### src/hdl/esc_pkg.sv
// shared types, constants and helper functions of the environment sensor compensation unit
package esc_pkg;

	// register indexes of the configuration port
	localparam logic [2:0] REG_TEMP = 3'd0;
	localparam logic [2:0] REG_PRESS_A = 3'd1;
	localparam logic [2:0] REG_PRESS_B = 3'd2;
	localparam logic [2:0] REG_PRESS_LAST = 3'd3;
	localparam logic [2:0] REG_HUM_A = 3'd4;
	localparam logic [2:0] REG_HUM_B = 3'd5;

	// formula constants
	localparam logic [31:0] PRESS_OFS = 32'd64000;
	localparam logic [31:0] HUM_OFS = 32'd76800;
	localparam logic [31:0] HUM_MAX_SCALED = 32'd419430400;
	localparam logic [31:0] PRESS_BASE = 32'd1048576;
	localparam logic [31:0] PRESS_SCALE = 32'd3125;
	localparam logic [31:0] HUM_BIAS = 32'd2097152;
	localparam logic [31:0] HALF_RANGE = 32'h8000_0000;
	localparam logic [31:0] RND_14 = 32'd16384;
	localparam logic [31:0] RND_15 = 32'd32768;
	localparam logic [31:0] RND_13 = 32'd8192;

	// queue depth and pipeline lengths
	localparam int QDEPTH = 4;
	localparam int FSTAGES = 12;
	localparam int DSTAGES = 32;
	localparam int PSTAGES = 3;

	// coefficients as 32-bit two's complement patterns
	typedef struct packed {
		logic [31:0] t1, t2, t3;
		logic [31:0] p1, p2, p3, p4, p5, p6, p7, p8, p9;
		logic [31:0] h1, h2, h3, h4, h5, h6;
	} coef_t;

	// one item handed from front to back
	typedef struct packed {
		logic [23:0] temp;
		logic [16:0] hum;
		logic        inv;
		logic        dbl;
		logic [31:0] dividend;
		logic [31:0] divisor;
	} qitem_t;

	// arithmetic right shift of a 32-bit pattern
	function automatic logic [31:0] asr(input logic [31:0] x, input int unsigned n);
		return 32'($signed(x) >>> n);
	endfunction

	function automatic logic [31:0] sx16(input logic [15:0] v);
		return {{16{v[15]}}, v};
	endfunction

	function automatic logic [31:0] sx8(input logic [7:0] v);
		return {{24{v[7]}}, v};
	endfunction

endpackage

### src/hdl/esc_queue.sv
// small queue between front and back pipelines
module esc_queue (
	input  logic            clk,
	input  logic            arst_n,
	input  logic            push,
	input  esc_pkg::qitem_t wdata,
	output logic            full,
	input  logic            pop,
	output logic            nonempty,
	output esc_pkg::qitem_t rdata
);
	import esc_pkg::*;

	localparam int AW = $clog2(QDEPTH);

	qitem_t mem_q [QDEPTH];
	logic [AW-1:0] wp_q, rp_q;
	logic [AW:0] cnt_q;

	assign full = (cnt_q == (AW+1)'(QDEPTH));
	assign nonempty = (cnt_q != '0);
	assign rdata = mem_q[rp_q];

	// storage
	always_ff @(posedge clk) begin
		if (push) mem_q[wp_q] <= wdata;
	end

	// pointers and fill count
	always_ff @(posedge clk or negedge arst_n) begin
		if (!arst_n) begin
			wp_q <= '0;
			rp_q <= '0;
			cnt_q <= '0;
		end else begin
			if (push) wp_q <= wp_q + 1'b1;
			if (pop) rp_q <= rp_q + 1'b1;
			if (push && !pop) cnt_q <= cnt_q + 1'b1;
			else if (pop && !push) cnt_q <= cnt_q - 1'b1;
		end
	end

endmodule

### config.mk
export PLATFORM = sky130hd
export DESIGN_NAME = esc_queue
export DESIGN_NICKNAME = d
export VERILOG_FILES = /design/src/hdl/esc_pkg.sv /design/src/hdl/esc_queue.sv
export SDC_FILE = /design/constraint.sdc
export NUM_CORES = 1
export LEC_CHECK = 0
export ABC_AREA = 0
export BUFFER_PORTS_ARGS = -buffer_cell sky130_fd_sc_hd__clkbuf_2
export CAP_MARGIN = 20
export CORE_MARGIN = 2
export CORE_UTILIZATION = 50
export DETAILED_ROUTE_END_ITERATION = 6
export HOLD_SLACK_MARGIN = 0.03
export PLACE_DENSITY = 0.76
export SLEW_MARGIN = 30
export SYNTH_ARGS = -nofsm -noshare
export SYNTH_HDL_FRONTEND = slang
export SYNTH_SLANG_ARGS = --single-unit
export TNS_END_PERCENT = 100
### constraint.sdc
create_clock -name clk -period 4.35 [get_ports clk]
set_clock_uncertainty 0.05 [all_clocks]
set_input_delay 0.87 -clock clk [delete_from_list [all_inputs] [get_ports clk]]
set_output_delay 0.87 -clock clk [all_outputs]
set_load 0.03 [all_outputs]
# Word-level counts from Yosys, hierarchy flattened
# Memories as Yosys holds them, arrays and structs flattened.
# Cells that the tools add are included.
[word_totals]
ram_bits = 428
in_bits = 111
memories = 1
out_inout_bits = 109
word_cells = 19
reg_bits = 7
[op_classes]
n_addsub = 4
muxes = 4
n_reduce_logical = 6
n_eq_ne = 1
[mem_list]
columns = ["memory", "words", "word_bits", "rd", "rd_ports_with_merged_regs", "write_ports", "line_no", "source"]
rows = [
  ["mem_q", 4, 107, 1, 0, 1, "esc_queue.sv:16", "qitem_t mem_q [QDEPTH];"],
]
[op_table]
columns = ["operator", "count"]
rows = [
  ["2-to-1 mux 3 bit", 2],
  ["adder 2 x 1 -> 2 bit, second input constant", 2],
  ["adder 3 x 1 -> 3 bit, second input constant", 1],
  ["== test 3 bit, second input constant", 1],
  ["nonzero test 3 bit", 1],
  ["subtractor 3 x 1 -> 3 bit, second input constant", 1],
  ["logical AND 1 bit", 2],
  ["zero test 1 bit", 2],
  ["2-to-1 mux 1 bit", 2],
  ["nonzero test 2 bit", 1],
]

# Depth between registers and ports, before layout
# Gate-level depths: netlist (run 1).
[depth]
word_depth = 4
ltp_mapped = 7
ltp_nobuf = 7

# Worst setup path after synthesis (run 1)
# No wires, ideal clock.
[synth_path]
kind = "input to register"
from = "input push"
to = "memory mem_q[1][0] in the netlist's numbering, enable pin"
path_buffers = 0
setup_slack_ps = 487
setup_ps = 478
arrival_ps = 3335
stages = 1
required_ps = 3822
path_cell_list = "and2_1"
[synth_between]
elab_chain_cells = 2
[synth_rtl]
columns = ["item", "line_no", "source"]
rows = [
  ["from (decl)", "esc_queue.sv:5", "input logic push,"],
  ["2-to-1 mux 1 bit", "esc_queue.sv:26", "if (push) mem_q[wp_q] <= wdata;"],
  ["2-to-1 mux 1 bit (implied by the code)", "esc_queue.sv:26", ""],
  ["to (decl)", "esc_queue.sv:16", ""],
]
# No other way between the ends.

==> results of run 1 <==
## per-layer routing
layer / routed length (um) / up-vias / track usage
li1: - / 3095 / -
met1: 11200 / 3692 / 0.228
met2: 14400 / 224 / 0.290
met3: 2120 / 40 / 0.0501
met4: 442 / 2 / 0.0442
met5: 11 / - / 0
## cells in the mapped netlist
| cell | count | share of area |
|---|---|---|
| buf_4 | 2 | 0.00095 |
| buf_6 | 2 | 0.0014 |
| inv_1 | 4 | 0.00095 |
| xnor2_1 | 2 | 0.0011 |
| xor2_1 | 4 | 0.0022 |
| o21ai_0 | 1 | 0.00032 |
| nand2_1 | 2 | 0.00048 |
| dfrtp_1 | 7 | 0.011 |
| or3_1 | 1 | 0.00040 |
| buf_8 | 1 | 0.00095 |
| nor2_1 | 1 | 0.00024 |
| nor3b_1 | 1 | 0.00048 |
| clkbuf_1 | 6 | 0.0014 |
| ha_1 | 5 | 0.0040 |
| mux2_2 | 1 | 0.00071 |
| and2_1 | 4 | 0.0016 |
| mux4_2 | 107 | 0.15 |
| edfxtp_1 | 428 | 0.81 |
| fa_1 | 1 | 0.0013 |
| buf_2 | 13 | 0.0041 |
## power groups by stage
stage	Clock (mW)	Combinational [mW]	Sequential [mW]
3_3_place_gp	0	4.51	5.93
2_1_floorplan	0	3.43	5.75
5_1_grt	3.79	4.71	5.95
6_report	3.53	4.45	5.86
3_5_place_dp	0	4.53	5.97
4_1_cts	3.61	4.54	5.89
## path summary, 6_finish.rpt
path,depth (start not counted),endpoint,slack (ns),from
worst max-delay path,3,rdata[100],0.83,rp_q[0]
worst min-delay path,1,wp_q[0],0.12,arst_n
worst max register to register,4,mem_q[2][45],2.09,wp_q[0]
worst min register to register,1,cnt_q[2],0.43,cnt_q[2]
max in group asynchronous,1,rp_q[0],3.94,arst_n
min in group clk,1,cnt_q[2],0.43,cnt_q[2]
## sequential cells by signal, indices dropped and copies added, names as in the netlist
register,flops
cnt_q,3
mem_q,428
rp_q,2
wp_q,2
## layout make-up
class	instances	area, sq um	area share
Inverter	4	15.0	0.000797
Tap cell	402	503	0.0267
Antenna cell	1	2.50	0.000133
Multi-Input combinational cell	130	2620	0.139
Clock inverter	28	200	0.0106
Timing Repair Buffer	236	1290	0.0683
Sequential cell	435	13000	0.692
Clock buffer	54	1180	0.0627
## cells by family (layout without fill, tap and decap cells)
kind of cell / after synthesis / after routing / share of synthesized area
fa+ha+maj: 6 / 6 / 0.00523
compound gates: 1 / 1 / 0.000317
simple gates: 9 / 9 / 0.00317
flops: 435 / 435 / 0.825
buf+inv: 28 / 322 / 0.00982
mux: 108 / 108 / 0.153
xor+xnor: 6 / 6 / 0.00333
other cells: 0 / 1 / 0
## cells in the final DEF, fill, tap and decap left out, types with 2 or more instances in the layout
cell	synthesis	layout
bufinv_16	0	2
dfrtp_4	0	2
edfxtp_1	428	428
clkinv_4	0	2
clkbuf_2	0	219
inv_1	4	4
ha_1	5	5
clkinv_2	0	7
clkbuf_16	0	46
clkbuf_1	6	8
xnor2_1	2	2
dfrtp_1	7	5
mux4_2	107	107
nand2_1	2	2
and2_4	0	4
buf_4	2	12
clkinvlp_4	0	3
xor2_1	4	4
buf_12	0	5
clkinv_1	0	13
## per-stage QoR
step / setup WS [ns] / util / cell area, sq um
detailed placement: 1.32 / 0.558 / 17500
finish: 0.832 / 0.602 / 18800
global route: 0.648 / 0.602 / 18800
floorplan: 0.487 / - / 15800
CTS: 0.738 / 0.602 / 18800
global placement: 1.32 / 0.558 / 17500
==> results.txt, run 1 <==
- The run finished with clean final reports.
* Gate family responsible for the most delay along the worst path: flip-flops
* Final antenna-violating net count: 0
- Fin cells: 1290
- Cell internal power was estimated by the tool at 9.19 mW.
- Buffers inserted to repair hold after CTS numbered 0.
- Fraction of the yosys area taken by sequential cells: 0.825
- Summing every instance area after synthesis gives 15800 sq um.
- The HPWL after detailed placement is 16.9 mm.
- Synthesis handed over a netlist of 593 instances.
* Comb pwr share: 0.321
* Detailed-route DRC error count: 0
* Ratio of cells with drive above 1 in the final layout: 0.463
- Part of the power in registers: 0.424
* Slew at the pin closest to its max-slew limit: 0.837 ns
- Clock tree from TritonCTS: yes
- On the critical path, the stage with the largest delay is an instance of dfrtp_4.
- Fin Setup TNS: 0 ns
* Critical path endpoint category: output pin
- Buffers on Ports: 219
- At the worst endpoint, the arrival time is 2.60 ns.
- Chip Width: 182 um
* Unrepaired setup endpoints after global routing: false
- The worst path needs 3.52 ns of the cycle, external delays included.
- The routed design has 28.2 mm of wire.
* Routed wirelength normalized by instance count: 21.9 um
- STA classifies the critical path startpoint as a flip-flop.
* Fmax: 0.284 GHz
- In this run the power density over the cells is 734 nW/um^2.
- In the finished design, the share of the clock period the worst path needs comes to 0.809.
- Maximum root-to-sink buffer count: 3
- Setup violations, final: 0
- H-Tree Depth: 2
* CP max stage delay: 0.93 ns
- Hold is met by 0.120 ns.
* Unique cell type count in the Yosys netlist: 20
- Ys Warns: 0
* Total CTS buffers: 44
- At the end of routability-driven placement, the weighted congestion stood at 0.709.
- Number of core rows: 65
- Clock tree synthesis selected as its root buffer the cell clkbuf_16.
* CP Buf/Inv Count: 2
- Post-layout power: 13.8 mW
* Fillcell total: 2159
- Cells along the critical path: buf_4, mux4_2, clkbuf_2
- For this configuration, the core starts out at a cell density of 0.504.
- The analysis attributes to cell leakage a power of 6.49 nW.
* Flop and latch count out of synthesis: 435
* Number of clock sinks: 435
* Placed cell count: 1207
- HP Class: input pin to async pin
* Sw power: 4.65 mW
* Crit path required time: 3.43 ns
- Top Ports: 220
- Hold Vio Cnt, Final: 0
- The count of pins over their slew limit is 0.
* Antenna violations before repair: 2
- Die Footprint: 33000 sq um
- The tool flagged a number of max-cap violations equal to 0.
- Detail-routed via count per cell: 5.47
- Number of global-route vias before repair: 7451
- Sw Share: 0.336
- Along the worst path, the maximum fanout reaches 36.
* Via count of the routed design: 7053
* Proportion of power drawn by the clock network: 0.255
- Wire length of the first global-routing pass: 43.2 mm
- Die Y-Extent: 182 um
* Number of buffers inserted by post-CTS setup repair: 0
- First-iteration detailed-routing DRC count: 422
- Synthesized area per cell: 26.6 sq um
* Layout-stage area growth over the synthesis result: 19.3%
- Global Route Usage Sum: 0.174
- IR analysis of the VDD net gives a maximum drop of 492 uV.
- The pre-antenna-repair detailed-routing pass consisted of 5 iterations.
* Worst skew pair latency: 0.53 ns
* Number of nets in the layout: 968
- The critical path is of the flip-flop to output pin type.
* Resize count post-CTS: 0
* Pin count of the biggest net entering global routing: 79
- In this run the standard cell core region covers 31300 sq um.
- Clock edge transition at the registers on the reported setup and hold paths: 0.06 ns
* Nets in the synthesized netlist: 710
- GR Overflow Total: 0
* Max_slew headroom: 0.442
No activity file was read; power rests on OpenSTA's default activity.
==> run 2: changes to the inputs <==
clock period = 3.45 ns   (was 4.35 ns; I/O delays follow)
==> run 2 against run 1 <==
Final area rose by 0.45%. Total power rose by 27%. Count of clock-buffer cells in the layout rose by 1. First-iteration DRC count rose by 30%. Critical path depth did not move. Sequential power rose by 25%. Die area did not move. Cell count rose by 0.16%. Combinational power rose by 31%. Non-clock buffer count rose by 7.
==> results.txt, run 2 (synthesis results as in run 1) <==
- The count of placed standard cells including taps was 1213 (+0.50%).
- The transition time of the tightest slew-check pin is 0.647 ns (-0.190 ns).
- Die Footprint: 33000 sq um (unchanged)
- Estimated wirelength of the detail-placed design: 18.4 mm (+8.7%)
* Gate family responsible for the most delay along the worst path: flip-flops
- The share of layout cells above drive strength 1 was 0.463 (-0.000522).
- Worst skew pair latency: 0.51 ns (-0.02 ns)
* CP max stage delay: 0.78 ns (-0.15 ns)
* Buffers on Ports: 219 (unchanged)
* Number of nets in the layout: 974 (+0.62%)
- Post-layout power: 17.5 mW (+27%)
- Most common library cell in the layout ignoring fill and taps: edfxtp_1
- Setup violations, final: 0 (unchanged)
- The number of top-level design ports was 220 (unchanged).
- Hold-critical path depth: 1
- The data arrival time at the worst-slack endpoint came to 2.40 ns (-0.20 ns).
- The buffers plus inverters on the worst setup path came to 2 (unchanged).
* Unrepaired setup endpoints after global routing: false
- Total area of multi-input combinational cells: 2620 sq um (unchanged)
- The worst hold margin came to 0.336 ns (+0.216 ns).
- Global Route Usage Sum: 0.178 (+0.00372)
- The root buffer cell chosen for the clock tree is clkbuf_16.
* Chip Width: 182 um (unchanged)
* Wire length of the first global-routing pass: 44.2 mm (+2.2%)
- The number of nets with antenna violations after detailed routing is 0 (unchanged).
- Cell at the slowest stage of the critical path: dfrtp_4
* Share of the clock period used by the worst path after layout: 0.912
* Worst R2R Path Depth: 4 (unchanged)
- The post-CTS setup repair buffer count is 0 (unchanged).
- The total of fill cells in the finished design is 2153 (-0.28%).
- Total CTS buffers: 43 (-2.3%)
- Largest regs: mem_q (428), cnt_q (3)
- Starting density of the core: 0.504 (unchanged)
- The worst vdd rail ir drop was 976 uV (+99%).
* Detailed-route DRC error count: 0 (unchanged)
- The instance area at placement came to 17600 sq um (+0.69%).
- The leakage power total came to 6.54 nW (+0.69%).
* HP Class: input pin to flip-flop
- Max_slew headroom: 0.569 (+0.126)
- The height of the die was 182 um (unchanged).
- Time the final worst path needs with I/O delays and setup: 3.14 ns
* Critical path launch point type: flip-flop
- GR Overflow Total: 0 (unchanged)
- Placer's final routability congestion estimate: 0.735 (+3.8%)
- The max-cap violation count came to 0 (unchanged).
- Critical path endpoint category: output pin
* Final instance area: 18900 sq um (+0.45%)
- The number of global-route vias before repair is 7622 (+2.3%).
- The buffer levels on the longest clock path was 3 (unchanged).
* Hold wc startpoint: wdata[25]
* Via count of the routed design: 7099 (+0.65%)
* Fmax: 0.318 GHz
- The largest net degree at the start of global routing came to 47 (-41%).
* Antenna violations before repair: 3 (+1)
* Number of core rows: 65 (unchanged)
- Fin cells: 1292 (+0.16%)
- Reg2reg setup slack: 1.46 ns (-0.63 ns)
- Number of flip-flops under the largest register name: 428 (unchanged)
- Hold Vio Cnt, Final: 0 (unchanged)
* Power per standard cell area: 925 nW/um^2 (+26%)
- Detail-routed via count per cell: 5.49 (+0.50%)
- The combined flip-flop and latch cell area is 13000 sq um (unchanged).
- Critical path depth in cells: 3 (unchanged)
- Resize count post-CTS: 0 (unchanged)
- Clock tree from TritonCTS: yes
- The worst setup path is of the flip-flop to output pin kind.
- Cells along the critical path: buf_4, mux4_2, clkbuf_2
- Number of clock sinks: 435 (unchanged)
* Critical path fanouts, max: 24 (-33%)
* First-iteration detailed-routing DRC count: 550 (+30%)
- mem_q holds more flip-flops than any other register.
* First element of the critical path: rp_q[0]
- The run finished with clean final reports.
- The number of hold buffers added after cts was 1 (+1).
- The number of levels the H-tree was split into is 2 (unchanged).
* Worst flop-to-flop path startpoint: wp_q[0]
* Initial DRT Pass Iterations: 4 (-1)
* Area of the core region: 31300 sq um (unchanged)
- Layout-stage area growth over the synthesis result: 19.9%
* Crit path required time: 2.71 ns (-0.72 ns)
- The final routed wire length divided by cell count came to 22.4 um (+2.4%).
- The count of pins over their slew limit was 0 (unchanged).
- Clock edge transition at the registers on the reported setup and hold paths: 0.06 ns (about the same)
- In the layout the commonest cells are edfxtp_1 (428), clkbuf_2 (219), mux4_2 (107).
- The overall routed net length is 28.9 mm (+2.5%).
* Fin Setup TNS: 0 ns (unchanged)
[run 2: report_power, final]
group	switching [mW]	leakage, nW	total (mW)	internal [mW]
Combinational	3.65	1.87	5.83	2.18
Clock	1.79	0.654	4.39	2.60
Sequential	0.392	4.01	7.30	6.91
[run 2: worst paths after layout]
path / to
max: rdata[86]
min: mem_q[2][25]
max reg2reg: mem_q[0][0]
min reg2reg: cnt_q[2]
max in group asynchronous: rp_q[0]
min in group asynchronous: cnt_q[0]
[run 2: layer usage]
layer  global-route usage  routed length, um  up-vias  part of all wire
li1                     -                  -     3101                 -
met1                0.231              11500     3749              0.40
met2                0.302              15000      205              0.52
met3               0.0429               1790       42             0.062
met4               0.0491                595        2             0.021
met5                    0                 13        -           0.00045
[run 2: layout make-up]
| cell class | count | share of cell area |
|---|---|---|
| flip-flops and latches | 435 | 0.689 |
| clock inverters | 21 | 0.00899 |
| diodes | 2 | 0.000264 |
| well taps | 402 | 0.0266 |
| multi-input cells | 130 | 0.138 |
| inverters | 4 | 0.000793 |
| repair buffers | 243 | 0.0748 |
| clock buffers | 55 | 0.0615 |
[run 2: through the flow]
step / util / setup slack [ns]
6_report: 0.605 / 0.305
3_5_place_dp: 0.561 / 0.782
2_1_floorplan: - / 0.935
4_1_cts: 0.604 / 0.217
3_3_place_gp: 0.561 / 0.803
5_1_grt: 0.605 / 0.144
